--- src/hw/rtl/skl_pkg.sv ---
// Shared types and constants of the sorted key list table.
`default_nettype none

package skl_pkg;

  localparam int CAPACITY = 16;
  localparam int KEY_W    = 8;
  localparam int PAY_W    = 64;
  localparam int AW       = $clog2(CAPACITY);
  localparam int CW       = $clog2(CAPACITY + 1);
  localparam int OPC_W    = 3;
  localparam int CNT_OUT_W = 5;

  typedef struct packed {
    logic [KEY_W-1:0] key;
    logic [PAY_W-1:0] payload;
  } entry_t;

  localparam int ENTRY_W = $bits(entry_t);

  typedef enum logic [OPC_W-1:0] {
    OP_PUSH_FRONT = 3'd0,
    OP_PUSH_BACK  = 3'd1,
    OP_SORTED     = 3'd2,
    OP_POP_FRONT  = 3'd3,
    OP_POP_BACK   = 3'd4,
    OP_REMOVE     = 3'd5,
    OP_CLEAR      = 3'd6
  } op_e;

  typedef enum logic [1:0] {
    ST_OK        = 2'd0,
    ST_EMPTY     = 2'd1,
    ST_FULL      = 2'd2,
    ST_NOT_FOUND = 2'd3
  } status_e;

endpackage

`default_nettype wire

--- src/hw/rtl/skl_ram.sv ---
// Generic single-write, single-read RAM with a registered read port.
`default_nettype none

module skl_ram #(
  parameter int Width = 8,
  parameter int Depth = 16
) (
  input  wire logic                     clk_i,
  input  wire logic                     we_i,
  input  wire logic [$clog2(Depth)-1:0] waddr_i,
  input  wire logic [Width-1:0]         wdata_i,
  input  wire logic                     re_i,
  input  wire logic [$clog2(Depth)-1:0] raddr_i,
  output      logic [Width-1:0]         rdata_o
);

  logic [Width-1:0] mem_q [Depth];

  always_ff @(posedge clk_i) begin
    if (we_i) begin
      mem_q[waddr_i] <= wdata_i;
    end
    if (re_i) begin
      rdata_o <= mem_q[raddr_i];
    end
  end

endmodule

`default_nettype wire

--- src/hw/rtl/sorted_key_list_table.sv ---
// A command passes S_SCAN, where it reads entries, then S_FINISH and S_RESULT: push back reads
// no entry, pop back reads one and the others read up to the entry count. Clear, the unused
// opcode, a full list and an empty list go straight to S_RESULT. A new item is taken only in
// S_IDLE, after S_RESULT has handed the previous result to the output register.
// A new item is taken while the previous result still waits at the output.
// Reset empties the list at once; the entry RAM itself is not cleared.
`default_nettype none

module sorted_key_list_table
  import skl_pkg::*;
(
  input  wire logic                 clk_i,
  input  wire logic                 rst_ni,
  input  wire logic                 in_valid_i,
  output      logic                 in_ready_o,
  input  wire logic [OPC_W-1:0]     opcode_i,
  input  wire logic [KEY_W-1:0]     key_in_i,
  input  wire logic [PAY_W-1:0]     payload_in_i,
  output      logic                 out_valid_o,
  input  wire logic                 out_ready_i,
  output      logic [1:0]           status_o,
  output      logic [KEY_W-1:0]     key_out_o,
  output      logic [PAY_W-1:0]     payload_out_o,
  output      logic [CNT_OUT_W-1:0] entry_count_o
);

  localparam logic [1:0] S_IDLE   = 2'd0;
  localparam logic [1:0] S_SCAN   = 2'd1;
  localparam logic [1:0] S_FINISH = 2'd2;
  localparam logic [1:0] S_RESULT = 2'd3;

  logic [1:0]      state_q, state_d;
  logic [CW-1:0]   cnt_q, cnt_d;
  logic [CW-1:0]   rd_ptr_q, rd_ptr_d;
  logic            d_vld_q, d_vld_d;
  logic [AW-1:0]   d_idx_q, d_idx_d;
  logic            found_q, found_d;
  logic            ins_q, ins_d;
  logic            out_valid_q, out_valid_d;
  status_e         st_q, st_d;

  logic [OPC_W-1:0] op_q, op_d;
  logic [KEY_W-1:0] key_q, key_d;
  entry_t           carry_q, carry_d;
  entry_t           res_q, res_d;
  logic [1:0]       out_st_q, out_st_d;
  entry_t           out_ent_q, out_ent_d;
  logic [CNT_OUT_W-1:0] out_cnt_q, out_cnt_d;

  logic            ram_we, ram_re;
  logic [AW-1:0]   ram_waddr, ram_raddr;
  entry_t          ram_wdata;
  logic [ENTRY_W-1:0] ram_rdata;
  entry_t          rd_ent;
  logic            accept;
  logic            hit;

  assign rd_ent = entry_t'(ram_rdata);
  assign accept = in_valid_i && in_ready_o;
  assign in_ready_o = (state_q == S_IDLE);

  skl_ram #(
    .Width (ENTRY_W),
    .Depth (CAPACITY)
  ) u_ram (
    .clk_i   (clk_i),
    .we_i    (ram_we),
    .waddr_i (ram_waddr),
    .wdata_i (ram_wdata),
    .re_i    (ram_re),
    .raddr_i (ram_raddr),
    .rdata_o (ram_rdata)
  );

  always_comb begin
    state_d     = state_q;
    cnt_d       = cnt_q;
    rd_ptr_d    = rd_ptr_q;
    d_vld_d     = 1'b0;
    d_idx_d     = d_idx_q;
    found_d     = found_q;
    ins_d       = ins_q;
    st_d        = st_q;
    op_d        = op_q;
    key_d       = key_q;
    carry_d     = carry_q;
    res_d       = res_q;
    out_st_d    = out_st_q;
    out_ent_d   = out_ent_q;
    out_cnt_d   = out_cnt_q;
    out_valid_d = out_valid_q && !out_ready_i;
    ram_we      = 1'b0;
    ram_waddr   = '0;
    ram_wdata   = carry_q;
    ram_re      = 1'b0;
    ram_raddr   = rd_ptr_q[AW-1:0];
    hit         = 1'b0;

    unique case (state_q)
      S_IDLE: begin
        if (accept) begin
          op_d    = opcode_i;
          key_d   = key_in_i;
          carry_d = '{key: key_in_i, payload: payload_in_i};
          res_d   = '0;
          st_d    = ST_OK;
          found_d = (opcode_i == OP_PUSH_FRONT);
          ins_d   = (opcode_i == OP_PUSH_FRONT) || (opcode_i == OP_PUSH_BACK) ||
                    (opcode_i == OP_SORTED);
          state_d = S_RESULT;
          unique case (opcode_i)
            OP_PUSH_FRONT, OP_PUSH_BACK, OP_SORTED: begin
              if (cnt_q == CW'(CAPACITY)) begin
                st_d = ST_FULL;
              end else begin
                rd_ptr_d = (opcode_i == OP_PUSH_BACK) ? cnt_q : '0;
                state_d  = S_SCAN;
              end
            end
            OP_POP_FRONT, OP_POP_BACK, OP_REMOVE: begin
              if (cnt_q == '0) begin
                st_d = ST_EMPTY;
              end else begin
                rd_ptr_d = (opcode_i == OP_POP_BACK) ? (cnt_q - CW'(1)) : '0;
                state_d  = S_SCAN;
              end
            end
            OP_CLEAR: begin
              cnt_d = '0;
            end
            default: begin
            end
          endcase
        end
      end

      S_SCAN: begin
        // Reads run one entry ahead of the entry being handled, so the write
        // below never lands on the address being read.
        if (rd_ptr_q < cnt_q) begin
          ram_re   = 1'b1;
          rd_ptr_d = rd_ptr_q + CW'(1);
          d_vld_d  = 1'b1;
          d_idx_d  = rd_ptr_q[AW-1:0];
        end else begin
          state_d = S_FINISH;
        end

        if (d_vld_q) begin
          if (ins_q) begin
            // Once the place is found, every later entry moves up by one via
            // the carry register, the new entry going first.
            if (d_idx_q == '0) begin
              hit = found_q || ((op_q == OP_SORTED) && (key_q < rd_ent.key));
            end else begin
              hit = found_q || ((op_q == OP_SORTED) && (rd_ent.key >= key_q));
            end
            if (hit) begin
              ram_we    = 1'b1;
              ram_waddr = d_idx_q;
              ram_wdata = carry_q;
              carry_d   = rd_ent;
              found_d   = 1'b1;
            end
          end else if (found_q) begin
            ram_we    = 1'b1;
            ram_waddr = d_idx_q - AW'(1);
            ram_wdata = rd_ent;
          end else if ((op_q != OP_REMOVE) || (rd_ent.key == key_q)) begin
            res_d   = rd_ent;
            found_d = 1'b1;
          end
        end
      end

      S_FINISH: begin
        state_d = S_RESULT;
        if (ins_q) begin
          ram_we    = 1'b1;
          ram_waddr = cnt_q[AW-1:0];
          ram_wdata = carry_q;
          cnt_d     = cnt_q + CW'(1);
        end else if (found_q) begin
          cnt_d = cnt_q - CW'(1);
        end else begin
          st_d = ST_NOT_FOUND;
        end
      end

      S_RESULT: begin
        if (!out_valid_q || out_ready_i) begin
          out_valid_d = 1'b1;
          out_st_d    = st_q;
          out_ent_d   = res_q;
          out_cnt_d   = CNT_OUT_W'(cnt_q);
          state_d     = S_IDLE;
        end
      end

      default: begin
        state_d = S_IDLE;
      end
    endcase
  end

  always_ff @(posedge clk_i or negedge rst_ni) begin
    if (!rst_ni) begin
      state_q     <= S_IDLE;
      cnt_q       <= '0;
      rd_ptr_q    <= '0;
      d_vld_q     <= 1'b0;
      found_q     <= 1'b0;
      ins_q       <= 1'b0;
      st_q        <= ST_OK;
      out_valid_q <= 1'b0;
    end else begin
      state_q     <= state_d;
      cnt_q       <= cnt_d;
      rd_ptr_q    <= rd_ptr_d;
      d_vld_q     <= d_vld_d;
      found_q     <= found_d;
      ins_q       <= ins_d;
      st_q        <= st_d;
      out_valid_q <= out_valid_d;
    end
  end

  always_ff @(posedge clk_i) begin
    d_idx_q   <= d_idx_d;
    op_q      <= op_d;
    key_q     <= key_d;
    carry_q   <= carry_d;
    res_q     <= res_d;
    out_st_q  <= out_st_d;
    out_ent_q <= out_ent_d;
    out_cnt_q <= out_cnt_d;
  end

  assign out_valid_o   = out_valid_q;
  assign status_o      = out_st_q;
  assign key_out_o     = out_ent_q.key;
  assign payload_out_o = out_ent_q.payload;
  assign entry_count_o = out_cnt_q;

  a_cnt_bound: assert property (@(posedge clk_i) disable iff (!rst_ni)
    cnt_q <= CW'(CAPACITY))
    else $error("entry count above capacity");

  a_no_rw_clash: assert property (@(posedge clk_i) disable iff (!rst_ni)
    (ram_we && ram_re) |-> (ram_waddr != ram_raddr))
    else $error("RAM read and write hit the same entry");

  a_scan_in_range: assert property (@(posedge clk_i) disable iff (!rst_ni)
    d_vld_q |-> (CW'(d_idx_q) < cnt_q))
    else $error("scan handled an entry beyond the list");

  a_full_status: assert property (@(posedge clk_i) disable iff (!rst_ni)
    ((state_q == S_RESULT) && (st_q == ST_FULL)) |-> (cnt_q == CW'(CAPACITY)))
    else $error("full status on a list that is not full");

  a_clear: assert property (@(posedge clk_i) disable iff (!rst_ni)
    (accept && (opcode_i == OP_CLEAR)) |=> (cnt_q == '0))
    else $error("clear left entries behind");

endmodule

`default_nettype wire

--- config.mk ---
export PLATFORM = sky130hd
export DESIGN_NAME = sorted_key_list_table
export DESIGN_NICKNAME = d
export VERILOG_FILES = /design/src/hw/rtl/skl_pkg.sv /design/src/hw/rtl/skl_ram.sv /design/src/hw/rtl/sorted_key_list_table.sv
export SDC_FILE = /design/constraint.sdc
export NUM_CORES = 1
export LEC_CHECK = 0
export CAP_MARGIN = 5
export CORE_MARGIN = 4
export CORE_UTILIZATION = 40
export CTS_BUF_LIST = sky130_fd_sc_hd__clkbuf_4 sky130_fd_sc_hd__clkbuf_8 sky130_fd_sc_hd__clkbuf_16
export DETAILED_ROUTE_END_ITERATION = 8
export DONT_BUFFER_PORTS = 1
export SLEW_MARGIN = 40
export SYNTH_ARGS = -nofsm -noshare
export SYNTH_HDL_FRONTEND = slang
export SYNTH_SLANG_ARGS = --single-unit
--- constraint.sdc ---
create_clock -name clk_i -period 8.6 [get_ports clk_i]
set_input_delay 1.72 -clock clk_i [delete_from_list [all_inputs] [get_ports clk_i]]
set_output_delay 1.72 -clock clk_i [all_outputs]
set_load 0.1 [all_outputs]
**After elaboration in Yosys (flattened, before gate mapping)**

Memory sizes are Yosys's and may differ from the RTL's. A register that Yosys moved wholly into a read port is not among the register bits.
Cells that the tools add are included.

- Mux-type cells: 71
- $add $sub $neg: 4
- Reduce and logical (&&, ||, !) cells: 30
- Equality and inequality tests: 31
- Order comparisons: 3

Operators by type and width:

| cell | number |
|---|---|
| 72-bit 2-to-1 mux | 13 |
| 72-bit case mux with 2 select lines | 2 |
| 5-bit 2-to-1 mux | 10 |
| 5-bit case mux with 2 select lines | 3 |
| 1-bit 2-to-1 mux | 22 |
| 2-bit != test (second input constant) | 11 |
| 4-bit 2-to-1 mux | 5 |
| 2-bit 2-to-1 mux | 9 |
| 3-bit != test (second input constant) | 5 |
| 2-bit case mux with 2 select lines | 3 |
| 4-bit AND reduction | 3 |
| 6-bit AND reduction | 2 |
| 5-bit by 1-bit adder with 5-bit output (second input constant) | 2 |
| 3-bit by 2-bit == test with 1-bit output (second input constant) | 3 |
| 3-bit == test (second input constant) | 3 |
| 8-bit == test | 1 |
| 8-bit >= comparator | 1 |
| 8-bit < comparator | 1 |
| 2-bit case mux with 4 select lines | 1 |
| 4-bit case mux with 2 select lines | 1 |
| 1-bit logical OR | 6 |
| 2-bit AND reduction | 3 |
| 3-bit OR reduction | 2 |
| 5-bit == test (second input constant) | 1 |
| other kinds (18) | 26 |

- Memories: 1
- Output and inout bits: 81
- Flip-flop bits (word level): 256
- Memory bits (writable): 1152
- Logic and storage cells: 159
- Bits of input ports: 79

Memory list:

| name | words | bits a word | rd ports | clocked after Yosys merged registers in | write ports | line | text |
|---|---|---|---|---|---|---|---|
| u_ram.mem_q | 16 | 72 | 1 | 1 | 1 | skl_ram.sv:17 | `logic [Width-1:0] mem_q [Depth];` |

**Longest topological paths before layout**

Gate-level depths: netlist (run 1).

- Word-level depth: 13
- Depth in mapped cells: 10
- Depth with buffers taken out: 8

**Modules after synthesis**

From an unflattened synthesis (run 1), not the netlist that was laid out.

- Cell total of the unflattened synthesis: 2573
- Area total of the unflattened synthesis: 56649.3 um^2

By module, submodules not included:

| module | sequential area each (um^2) | area an instance (um^2) | cells each | instances |
|---|---|---|---|---|
| skl_ram | 36755.3 | 45270.9 | 1850 | 1 |
| sorted_key_list_table | 7597.3 | 11378.4 | 723 | 1 |

**Worst setup path after synthesis (run 1)**

No wires, ideal clock.

- Path type: reg-to-reg
- Start point: register u_ram.rdata_o[66], read port of u_ram.mem_q
- End point: memory u_ram.mem_q[4][0] in the netlist's numbering (enable)
- Stages on the path, launching flop included: 7
- Data required time: 7990 ps
- Period minus slack after synthesis: 7877 ps
- Arrival: 7267 ps
- Setup time: 610 ps
- Path buffers: 0
- Path slack: 723 ps
- Path through: edfxtp_1 ha_1 a21o_1 a221o_1 a221o_1 a41o_2 a211oi_1

- Longest elaborated chain between the ends: 13
- Elaborated cells between the ends (all ways): 20
- Classes of those cells: order compare: 2; mux: 14; reduce/logical: 4

Ends and longest elaborated chain:

| what | line | text |
|---|---|---|
| from (decl) | skl_ram.sv:14 | `output logic [Width-1:0] rdata_o` |
| 8-bit >= comparator or 8-bit < comparator (tied branches) | sorted_key_list_table.sv:156, sorted_key_list_table.sv:154 |  |
| 1-bit logical AND (on tied branches) | sorted_key_list_table.sv:156, sorted_key_list_table.sv:154 |  |
| 1-bit logical OR (on tied branches) | sorted_key_list_table.sv:156, sorted_key_list_table.sv:154 |  |
| 1-bit 2-to-1 mux * | sorted_key_list_table.sv:153 | `if (d_idx_q == '0) begin` |
| 1-bit 2-to-1 mux * | sorted_key_list_table.sv:150 | `if (ins_q) begin` |
| 1-bit 2-to-1 mux * | sorted_key_list_table.sv:149 | `if (d_vld_q) begin` |
| 1-bit 2-to-1 mux * | sorted_key_list_table.sv:99 | `unique case (state_q)` |
| 1-bit 2-to-1 mux | sorted_key_list_table.sv:158 | `if (hit) begin` |
| 1-bit 2-to-1 mux | sorted_key_list_table.sv:150 |  |
| 1-bit 2-to-1 mux | sorted_key_list_table.sv:149 |  |
| 1-bit case mux with 2 select lines | sorted_key_list_table.sv:99 |  |
| 1-bit 2-to-1 mux | skl_ram.sv:20 | `if (we_i) begin` |
| 1-bit 2-to-1 mux (not written as such) | skl_ram.sv:21 | `mem_q[waddr_i] <= wdata_i;` |
| to (decl) | skl_ram.sv:17 |  |

Every way passes the cells marked *; elsewhere a longest branch is shown, timed or not. The select of a mux whose other input is x is not followed.

**Final worst setup path (run 1)**

- Start point: register state_q[1]
- End point: memory u_ram.mem_q[14][65] in the netlist's numbering (enable)

- Longest elaborated chain between the ends: 4
- Elaborated cells between the ends (all ways): 6
- Classes of those cells: eq/ne: 2; mux: 4

Ends and longest elaborated chain:

| what | line | text |
|---|---|---|
| from (decl) | sorted_key_list_table.sv:32 | `logic [1:0] state_q, state_d;` |
| from (signal assigned) | sorted_key_list_table.sv:217 | `state_q <= state_d;` |
| 2-bit == test or 2-bit by 1-bit == test with 1-bit output (tied branches) | sorted_key_list_table.sv:99 |  |
| 1-bit case mux with 2 select lines | sorted_key_list_table.sv:99 |  |
| 1-bit 2-to-1 mux | skl_ram.sv:20 |  |
| 1-bit 2-to-1 mux (not written as such) | skl_ram.sv:21 |  |

Parallel ways exist; a longest one is shown, timed or not.

==> flow_summary.yaml, run 1 <==
synth:
  synth_area_per_cell_um2: 23.2
  synth_edf_count: 1462
  synthCells: 2446
  synth_flop_cell: "edfxtp_1"
  synthTopCellsByArea: "edfxtp_1, mux4_2, mux2_2, and2_1, dfrtp_1"
  yosysUniqueCellTypes: 65
  netlist_area_um2: 56700
  synth-seq-cells: 1480
  synth.top_cell.area_share_pct: 77.4
  synth_seq_area_share_pct: 78.2
  async_reset_ff_share_pct: 1.22
  syn-num-nets: 2545
  yosys_warnings: 0
  synth_top_cell_by_area: "edfxtp_1"
floorplan:
  boundaryPins: 160
  start_util_pct: 40.5
  die_area_um2: 148000
  core-area_um2: 140000
  rows: 137
  die_width_um: 385
  fp.dieH_um: 385
routing:
  drc: 0
  antenna_left: 0
  wirelength_um: 124000
  drtIter0Drc: 2786
  viasPerCell: 5.51
  num_vias: 25257
  firstDrtPassIters: 5
  wire_per_inst_um: 27.1
timing:
  period_needed_ps: 4700
  finalSetupViolCount: 0
  rsz0062_at_grt: "false"
  fmax_mhz: 213
  fin_worst_skew_ps: 31.2
  slew_viol_final: 0
  hold_violations: 0
  period_share_pct: 54.7
  relSlewSlack_pct: 40.0
  worst_pin_slew_ps: 901
  hold_ws_ps: 413
  fin_tns_setup_ps: 0
clocking:
  cts_tree: "built"
  cts_buffer_depth: 3
  htree_levels: 4
  clk_latency_ps: 770
  cts.sinks: 1480
  cts_setup_buffers: 0
  cts_buffers: 151
  ctsResizeCount: 0
  clk_pin_slew_ps: 60
  cts_hold_buf: 0
  cts-root-buf: "clkbuf_16"
power:
  ir_drop_v: 0.000213
  power.density_nw_per_um2: 356
  power_w: 0.0232
  p_leak_nw: 20.4
global_routing:
  grt_pass1_wl_um: 183000
  grtUsageMet2_pct: 28.1
  grt_util_met3_pct: 3.47
  grt_overflow: 0
  grtUsageTotal_pct: 16.9
  grt_pass1_vias: 26106
  use_met1_pct: 22.8
  antenna_found_initial: 17
  grt-busiest-layer: "met2"
  grt_max_degree: 89
critical_path:
  critPathLaunch: "state_q[1]"
  required_ps: 8970
  slowest_stage: "buf_4"
  reg2reg_depth: 12
  r2r_start: "state_q[1]"
  rrSetupSlack_ps: 3900
  endpoint_kind: "flop"
  crit_top_cell: "buf_4"
  crit_end: "u_ram.mem_q[14][65]"
  path_class: "reg2reg"
  crit_arrival_ps: 5070
  cp_top_family: "buffers and inverters"
  critPathLaunchType: "flop"
  cp_cell_sequence: "inv_1, ha_4, buf_4, buf_12, nand4_1, mux2i_1, a21oi_1, o21ai_0, nand3_1, nor2_4, buf_4, buf_4"
  crit_buf_inv: 5
  r2r_end: "u_ram.mem_q[14][65]"
  cp_max_fo: 56
  path_depth: 12
  max_stage_delay_ps: 690
layout:
  num-nets-final: 2674
  fin_area_um2: 65300
  layout.area.seq_um2: 44400
  final_layout_size_suffix_gt1_share_pct: 32.7
  final_util_pct: 46.6
  final_common_cell: "edfxtp_1"
  fillers: 11338
  synthToLayoutAreaGrowth_pct: 15.1
  multi_input_comb_area_um2: 11900
  most-common-layout-cells: "edfxtp_1, mux4_2, clkbuf_16"
flow_run:
  maxCapViolCount: 0
placement:
  io_buffers: 0
  dp_hpwl_um: 71800
  globalplace.congestion: 0.802
  place_area_um2: 60300
hold_path:
  hold_path_class: "reg2reg"
run_status:
  status: "finished clean"
[stage by stage]
| step | instances | setup slack [ps] |
|---|---|---|
| after floorplan | 2446 | 723 |
| after global placement | 4241 | 3480 |
| after detailed placement | 4293 | 3820 |
| after CTS | 4564 | 3800 |
| after global routing | 4570 | 3690 |
| final | 4582 | 3900 |
[power breakdown]
| group | total, W | internal (W) | switching (W) |
|---|---|---|---|
| sequential | 0.0106 | 0.00964 | 0.000984 |
| combinational | 0.00622 | 0.00261 | 0.00361 |
| clock | 0.00641 | 0.00372 | 0.00269 |
| total | 0.0232 | 0.0160 | 0.00729 |
[registers in the layout, indices dropped and copies added, names as in the netlist, 2 cells and up]
signal,flops
key_q,8
res_q,72
d_idx_q,4
carry_q,72
u_ram.rdata_o,72
key_out_o,8
cnt_q,5
state_q,2
rd_ptr_q,5
st_q,2
u_ram.mem_q,1152
op_q,3
status_o,2
entry_count_o,5
payload_out_o,64
[per-layer routing]
layer | vias to the layer above | wire (µm)
met2 | 831 | 62400
met4 | 12 | 2490
met1 | 13638 | 51700
met3 | 174 | 7400
met5 | - | 81
li1 | 10602 | -
[worst min path at each step]
stage	cells after the start	start	to	slack (ps)
floorplan	0	res_q[64]	key_out_o[0]	400
global placement	0	res_q[9]	payload_out_o[9]	400
detailed placement	0	res_q[65]	key_out_o[1]	400
CTS	0	res_q[6]	payload_out_o[6]	420
global route	0	res_q[6]	payload_out_o[6]	420
finish	0	res_q[6]	payload_out_o[6]	410
[cell usage after synthesis (2+ instances only)]
cell type and instances:
a21o_1 2, nor3_1 4, nand2_1 32, nor2_1 26
o31ai_1 2, a22oi_1 2, mux4_2 360, o22ai_1 6
nand3b_1 2, nand2b_1 6, nor3b_1 3, a22o_1 2
buf_2 43, ha_1 20, edfxtp_1 1462, a21oi_1 18
a31oi_1 3, xor2_1 3, a41oi_1 3, o21a_1 2
and2_1 76, clkbuf_1 78, a311oi_2 2, mux2_2 145
a2111oi_0 2, o21ai_0 24, o211ai_1 2, o22a_1 3
a221o_1 2, nand4_1 6, inv_1 26, a211oi_1 6
mux2i_1 2, dfrtp_1 18, and3_1 4, xnor2_1 3
nor2b_1 5, nand3_1 13, a311oi_1 2
[area by class of cell]
class	instances	area share, %
Tap cell	1876	3.59
Clock inverter	93	1.30
Sequential cell	1480	68.0
Clock buffer	178	6.16
Timing Repair Buffer	100	2.52
Multi-Input combinational cell	816	18.3
Antenna cell	13	0.0498
Inverter	26	0.153
[cell families (layout without fill, tap and decap cells)]
logic type / after synthesis / count (layout) / share of synthesized area [%]
AO/OA/AOI/OAI: 96 / 96 / 1.17
flip-flops: 1480 / 1480 / 78.2
buffers and inverters: 150 / 397 / 1.11
adder cells (fa/ha/maj): 20 / 20 / 0.441
other: 0 / 13 / 0
AND/OR/NAND/NOR: 187 / 187 / 1.81
XOR/XNOR: 6 / 6 / 0.0926
multiplexers: 507 / 507 / 17.2
No activity file was read; power rests on OpenSTA's default activity.
==> inputs of run 2 (changes only) <==
==> constraint.sdc (replaced) <==
create_clock -name clk_i -period 4.4 [get_ports clk_i]
set_input_delay 0.88 -clock clk_i [delete_from_list [all_inputs] [get_ports clk_i]]
set_output_delay 0.88 -clock clk_i [all_outputs]
set_load 0.1 [all_outputs]
==> flow_summary.yaml, run 2 (synthesis results as in run 1) <==
clocking:
  clk_latency_ps: 780
  ctsResizeCount: 0
  cts_buffer_depth: 3
  htree_levels: 4
  cts.sinks: 1480
  cts_tree: "built"
  cts_buffers: 153
  cts-root-buf: "clkbuf_16"
  clk_pin_slew_ps: 60
routing:
  antenna_left: 0
  wirelength_um: 124000
  drtIter0Drc: 2459
  wl_met1_um: 53500
  wl_met2_um: 61300
  drc: 0
  wire_per_inst_um: 27.1
  top_layer: "met5"
  viasPerCell: 5.54
  wl_met3_um: 7180
  num_vias: 25322
  firstDrtPassIters: 8
timing:
  slew_viol_final: 0
  rsz0062_at_grt: "false"
  fmax_mhz: 275
  fin_worst_skew_ps: 35.4
  relSlewSlack_pct: 39.6
  period_needed_ps: 3640
  hold_violations: 0
  worst_pin_slew_ps: 908
  fin_ws_ps: 760
  fin_tns_setup_ps: 0
  period_share_pct: 82.7
  finalSetupViolCount: 0
placement:
  io_buffers: 0
  dp_hpwl_um: 70200
  globalplace.congestion: 0.796
  place_area_um2: 60400
  dp.cells: 4290
  dp_worst_setup_slack_ps: 761
critical_path:
  crit_arrival_ps: 4070
  cp_max_fo: 42
  reg2reg_depth: 8
  required_ps: 4830
  critPathLaunchType: "flop"
  rrSetupSlack_ps: 760
  endpoint_kind: "flop"
  path_class: "reg2reg"
floorplan:
  core-area_um2: 140000
  boundaryPins: 160
  rows: 137
  fp.dieH_um: 385
  start_util_pct: 40.5
  die_area_um2: 148000
  die_width_um: 385
layout:
  multi_input_comb_area_um2: 11900
  synthToLayoutAreaGrowth_pct: 15.2
  fillers: 11412
  num-nets-final: 2677
  final_layout_size_suffix_gt1_share_pct: 32.7
  finalNonFillerCells: 4574
  final_util_pct: 46.6
  fin_area_um2: 65400
  regMostFlops: "u_ram.mem_q"
  layout.area.seq_um2: 44400
  final_common_cell: "edfxtp_1"
  most-common-layout-cells: "edfxtp_1, mux4_2, clkbuf_16"
  largest_reg_flops: 1152
hold_path:
  hold_path_class: "in2async"
power:
  p_leak_nw: 20.4
  ir_drop_v: 0.000423
  power.density_nw_per_um2: 690
global_routing:
  grt_overflow: 0
  antenna_found_initial: 8
  grt_max_degree: 110
  grtUsageTotal_pct: 16.9
  grt_pass1_vias: 26469
  grt_pass1_wl_um: 184000
run_status:
  status: "finished clean"
flow_run:
  maxCapViolCount: 0
==> run 2: worst paths after layout <==
check | startpoint | endpoint
max | u_ram.rdata_o[66] | u_ram.mem_q[13][40]
min | rst_ni | st_q[1]
max reg2reg | u_ram.rdata_o[66] | u_ram.mem_q[13][40]
min reg2reg | res_q[8] | payload_out_o[8]
max in group asynchronous | rst_ni | rd_ptr_q[2]
min in group clk_i | key_in_i[7] | key_q[7]
==> run 2: final cells by class <==
| type | instances | area share, % |
|---|---|---|
| Clock buffer | 197 | 6.36 |
| Multi-Input combinational cell | 816 | 18.3 |
| Tap cell | 1876 | 3.59 |
| Timing Repair Buffer | 101 | 2.78 |
| Inverter | 26 | 0.153 |
| Antenna cell | 3 | 0.0115 |
| Clock inverter | 75 | 0.936 |
| Sequential cell | 1480 | 67.9 |
==> run 2: per-stage QoR <==
stage                     total power [W]  hold slack, ps
after floorplan                    0.0290             400
after global placement             0.0324             402
after detailed placement           0.0333             405
after CTS                          0.0456             120
after global routing               0.0471            31.0
final                              0.0451            49.2
==> run 2: critical path, stage by stage, from the launching register on <==
cell      delay [ps]
edfxtp_1         430
ha_1             350
a21o_1           170
a221o_1          390
a221o_1          460
a41oi_2          270
nand2_1          290
nor2_4           510
buf_12           360
==> run 2: report_power, final <==
group          leakage (nW)  switching, W  total (W)  internal, W
logic                  4.56       0.00719     0.0123      0.00509
registers              13.4       0.00181     0.0206       0.0188
clock network          2.38       0.00532     0.0122      0.00687
==> run 2: per-layer routing <==
metal | up-vias | track usage, %
li1 | 10580 | -
met1 | 13787 | 23.8
met2 | 806 | 27.5
met3 | 147 | 3.35
met4 | 2 | 3.68
met5 | - | 0
==> run 2: what timing repair did <==
| action | CTS | global route |
|---|---|---|
| endpoints found under the setup margin | 0 | 0 |
| hold buffers | 1 | 0 |
| hold endpoints to repair | 18 | 0 |
| setup buffers | 0 | 0 |
==> inputs of run 3 (changes only) <==
==> constraint.sdc (replaced) <==
create_clock -name clk_i -period 3.74 [get_ports clk_i]
set_input_delay 0.748 -clock clk_i [delete_from_list [all_inputs] [get_ports clk_i]]
set_output_delay 0.748 -clock clk_i [all_outputs]
set_load 0.1 [all_outputs]
==> flow_summary.yaml, run 3 (synthesis results as in run 1) <==
run_status:
  status: "finished clean"
global_routing:
  grt_overflow: 0
  grtUsageTotal_pct: 16.8
  grt_pass1_wl_um: 183000
  grt_pass1_vias: 26638
  antenna_found_initial: 14
  grt_max_degree: 162
placement:
  dp_worst_setup_slack_ps: 149
  globalplace.congestion: 0.816
  io_buffers: 0
  dp.cells: 4318
  dp_hpwl_um: 68800
timing:
  hold_violations: 0
  rsz0062_at_grt: "false"
  fmax_mhz: 275
  worst_pin_slew_ps: 909
  slew_viol_final: 0
  fin_ws_ps: 105
  finalSetupViolCount: 0
  period_needed_ps: 3630
  fin_tns_setup_ps: 0
  fin_worst_skew_ps: 32.0
  relSlewSlack_pct: 39.5
  period_share_pct: 97.2
critical_path:
  endpoint_kind: "flop"
  cp_max_fo: 22
  max_stage_delay_ps: 550
  crit_arrival_ps: 4090
  path_class: "reg2reg"
  cp_cell_sequence: "ha_1, a21o_1, a221o_1, a221oi_2, o31ai_1, or3b_4, nor2_4, buf_12"
  critPathLaunchType: "flop"
  slowest_stage: "nor2_4"
  required_ps: 4200
layout:
  regMostFlops: "u_ram.mem_q"
  largest_reg_flops: 1152
  final_common_cell: "edfxtp_1"
  finalNonFillerCells: 4618
  final_util_pct: 47.1
  num-nets-final: 2709
  most-common-layout-cells: "edfxtp_1, mux4_2, clkbuf_16"
  final_layout_size_suffix_gt1_share_pct: 33.6
  synthToLayoutAreaGrowth_pct: 16.5
power:
  power.density_nw_per_um2: 811
  ir_drop_v: 0.000533
  p_leak_nw: 20.7
  power_w: 0.0536
floorplan:
  boundaryPins: 160
  start_util_pct: 40.5
  core-area_um2: 140000
  rows: 137
  die_area_um2: 148000
  die_width_um: 385
  fp.dieH_um: 385
routing:
  drtIter0Drc: 2323
  wirelength_um: 123000
  drc: 0
  antenna_left: 0
  firstDrtPassIters: 7
  viasPerCell: 5.52
  wire_per_inst_um: 26.7
  num_vias: 25477
clocking:
  cts_tree: "built"
  clk_latency_ps: 780
  ctsResizeCount: 0
  clk_pin_slew_ps: 60
  htree_levels: 4
  cts_buffers: 154
  cts-root-buf: "clkbuf_16"
  cts.sinks: 1480
  cts_buffer_depth: 3
flow_run:
  maxCapViolCount: 0
hold_path:
  hold_path_class: "in2reg"
==> run 3: cell count changes in the layout (fill, tap and decap cells not counted), sizes merged <==
cell / before / now
clkinv: 62 / 72
dlygate4sd3: 0 / 1
bufinv: 2 / 7
clkbuf: 202 / 194
buf: 96 / 126
clkinvlp: 3 / 2
diode: 3 / 10
==> run 3: area by class of cell <==
class	count	area, µm²
Inverter	26	100
Timing Repair Buffer	132	2410
Antenna cell	10	25.0
Tap cell	1876	2350
Fill cell	11377	74100
Clock buffer	189	4170
Clock inverter	89	731
Sequential cell	1480	44400
Multi-Input combinational cell	816	11900
==> run 3: path summary, 6_finish.rpt <==
kind | cells past startpoint | slack [ps] | from | to
worst max-delay path | 8 | 110 | u_ram.rdata_o[66] | u_ram.mem_q[9][38]
worst min-delay path | 0 | 70 | key_in_i[3] | key_q[3]
worst max register to register | 8 | 110 | u_ram.rdata_o[66] | u_ram.mem_q[9][38]
worst min register to register | 0 | 410 | res_q[15] | payload_out_o[15]
max in group asynchronous | 2 | 2860 | rst_ni | rd_ptr_q[0]
min in group asynchronous | 2 | 500 | rst_ni | out_valid_o
==> run 3: repair_timing <==
item	in CTS	in global routing
setup buffers	0	0
hold buffers	1	1
endpoints found under the hold margin	18	18
==> run 3: worst max-delay path: cells and delay by family, from the launching register on <==
| kind | cells | cell delay [ps] |
|---|---|---|
| simple gates | 2 | 1030 |
| buf+inv | 1 | 290 |
| flops | 1 | 420 |
| fa+ha+maj | 1 | 360 |
| compound gates | 4 | 1210 |
==> run 3: routing by layer <==
layer / GRT usage (%) / wire (µm) / share of wire [%]
met1: 23.1 / 52500 / 43
met2: 27.2 / 60700 / 49
met3: 3.56 / 7430 / 6.0
met4: 4.88 / 2620 / 2.1
met5: 0 / 43 / 0.035
==> run 3: report_power, final <==
part           switching [W]  internal, W
Clock                0.00626      0.00845
Sequential           0.00202       0.0221
Combinational        0.00845      0.00628
Total                 0.0167       0.0369
==> run 3: metrics by stage <==
stage | hold slack (ps) | instance area [µm²]
final | 74.7 | 66100
after CTS | 5.59 | 65800
after global placement | 400 | 59900
after floorplan | 400 | 56900
after detailed placement | 405 | 60900
after global routing | 16.7 | 66100
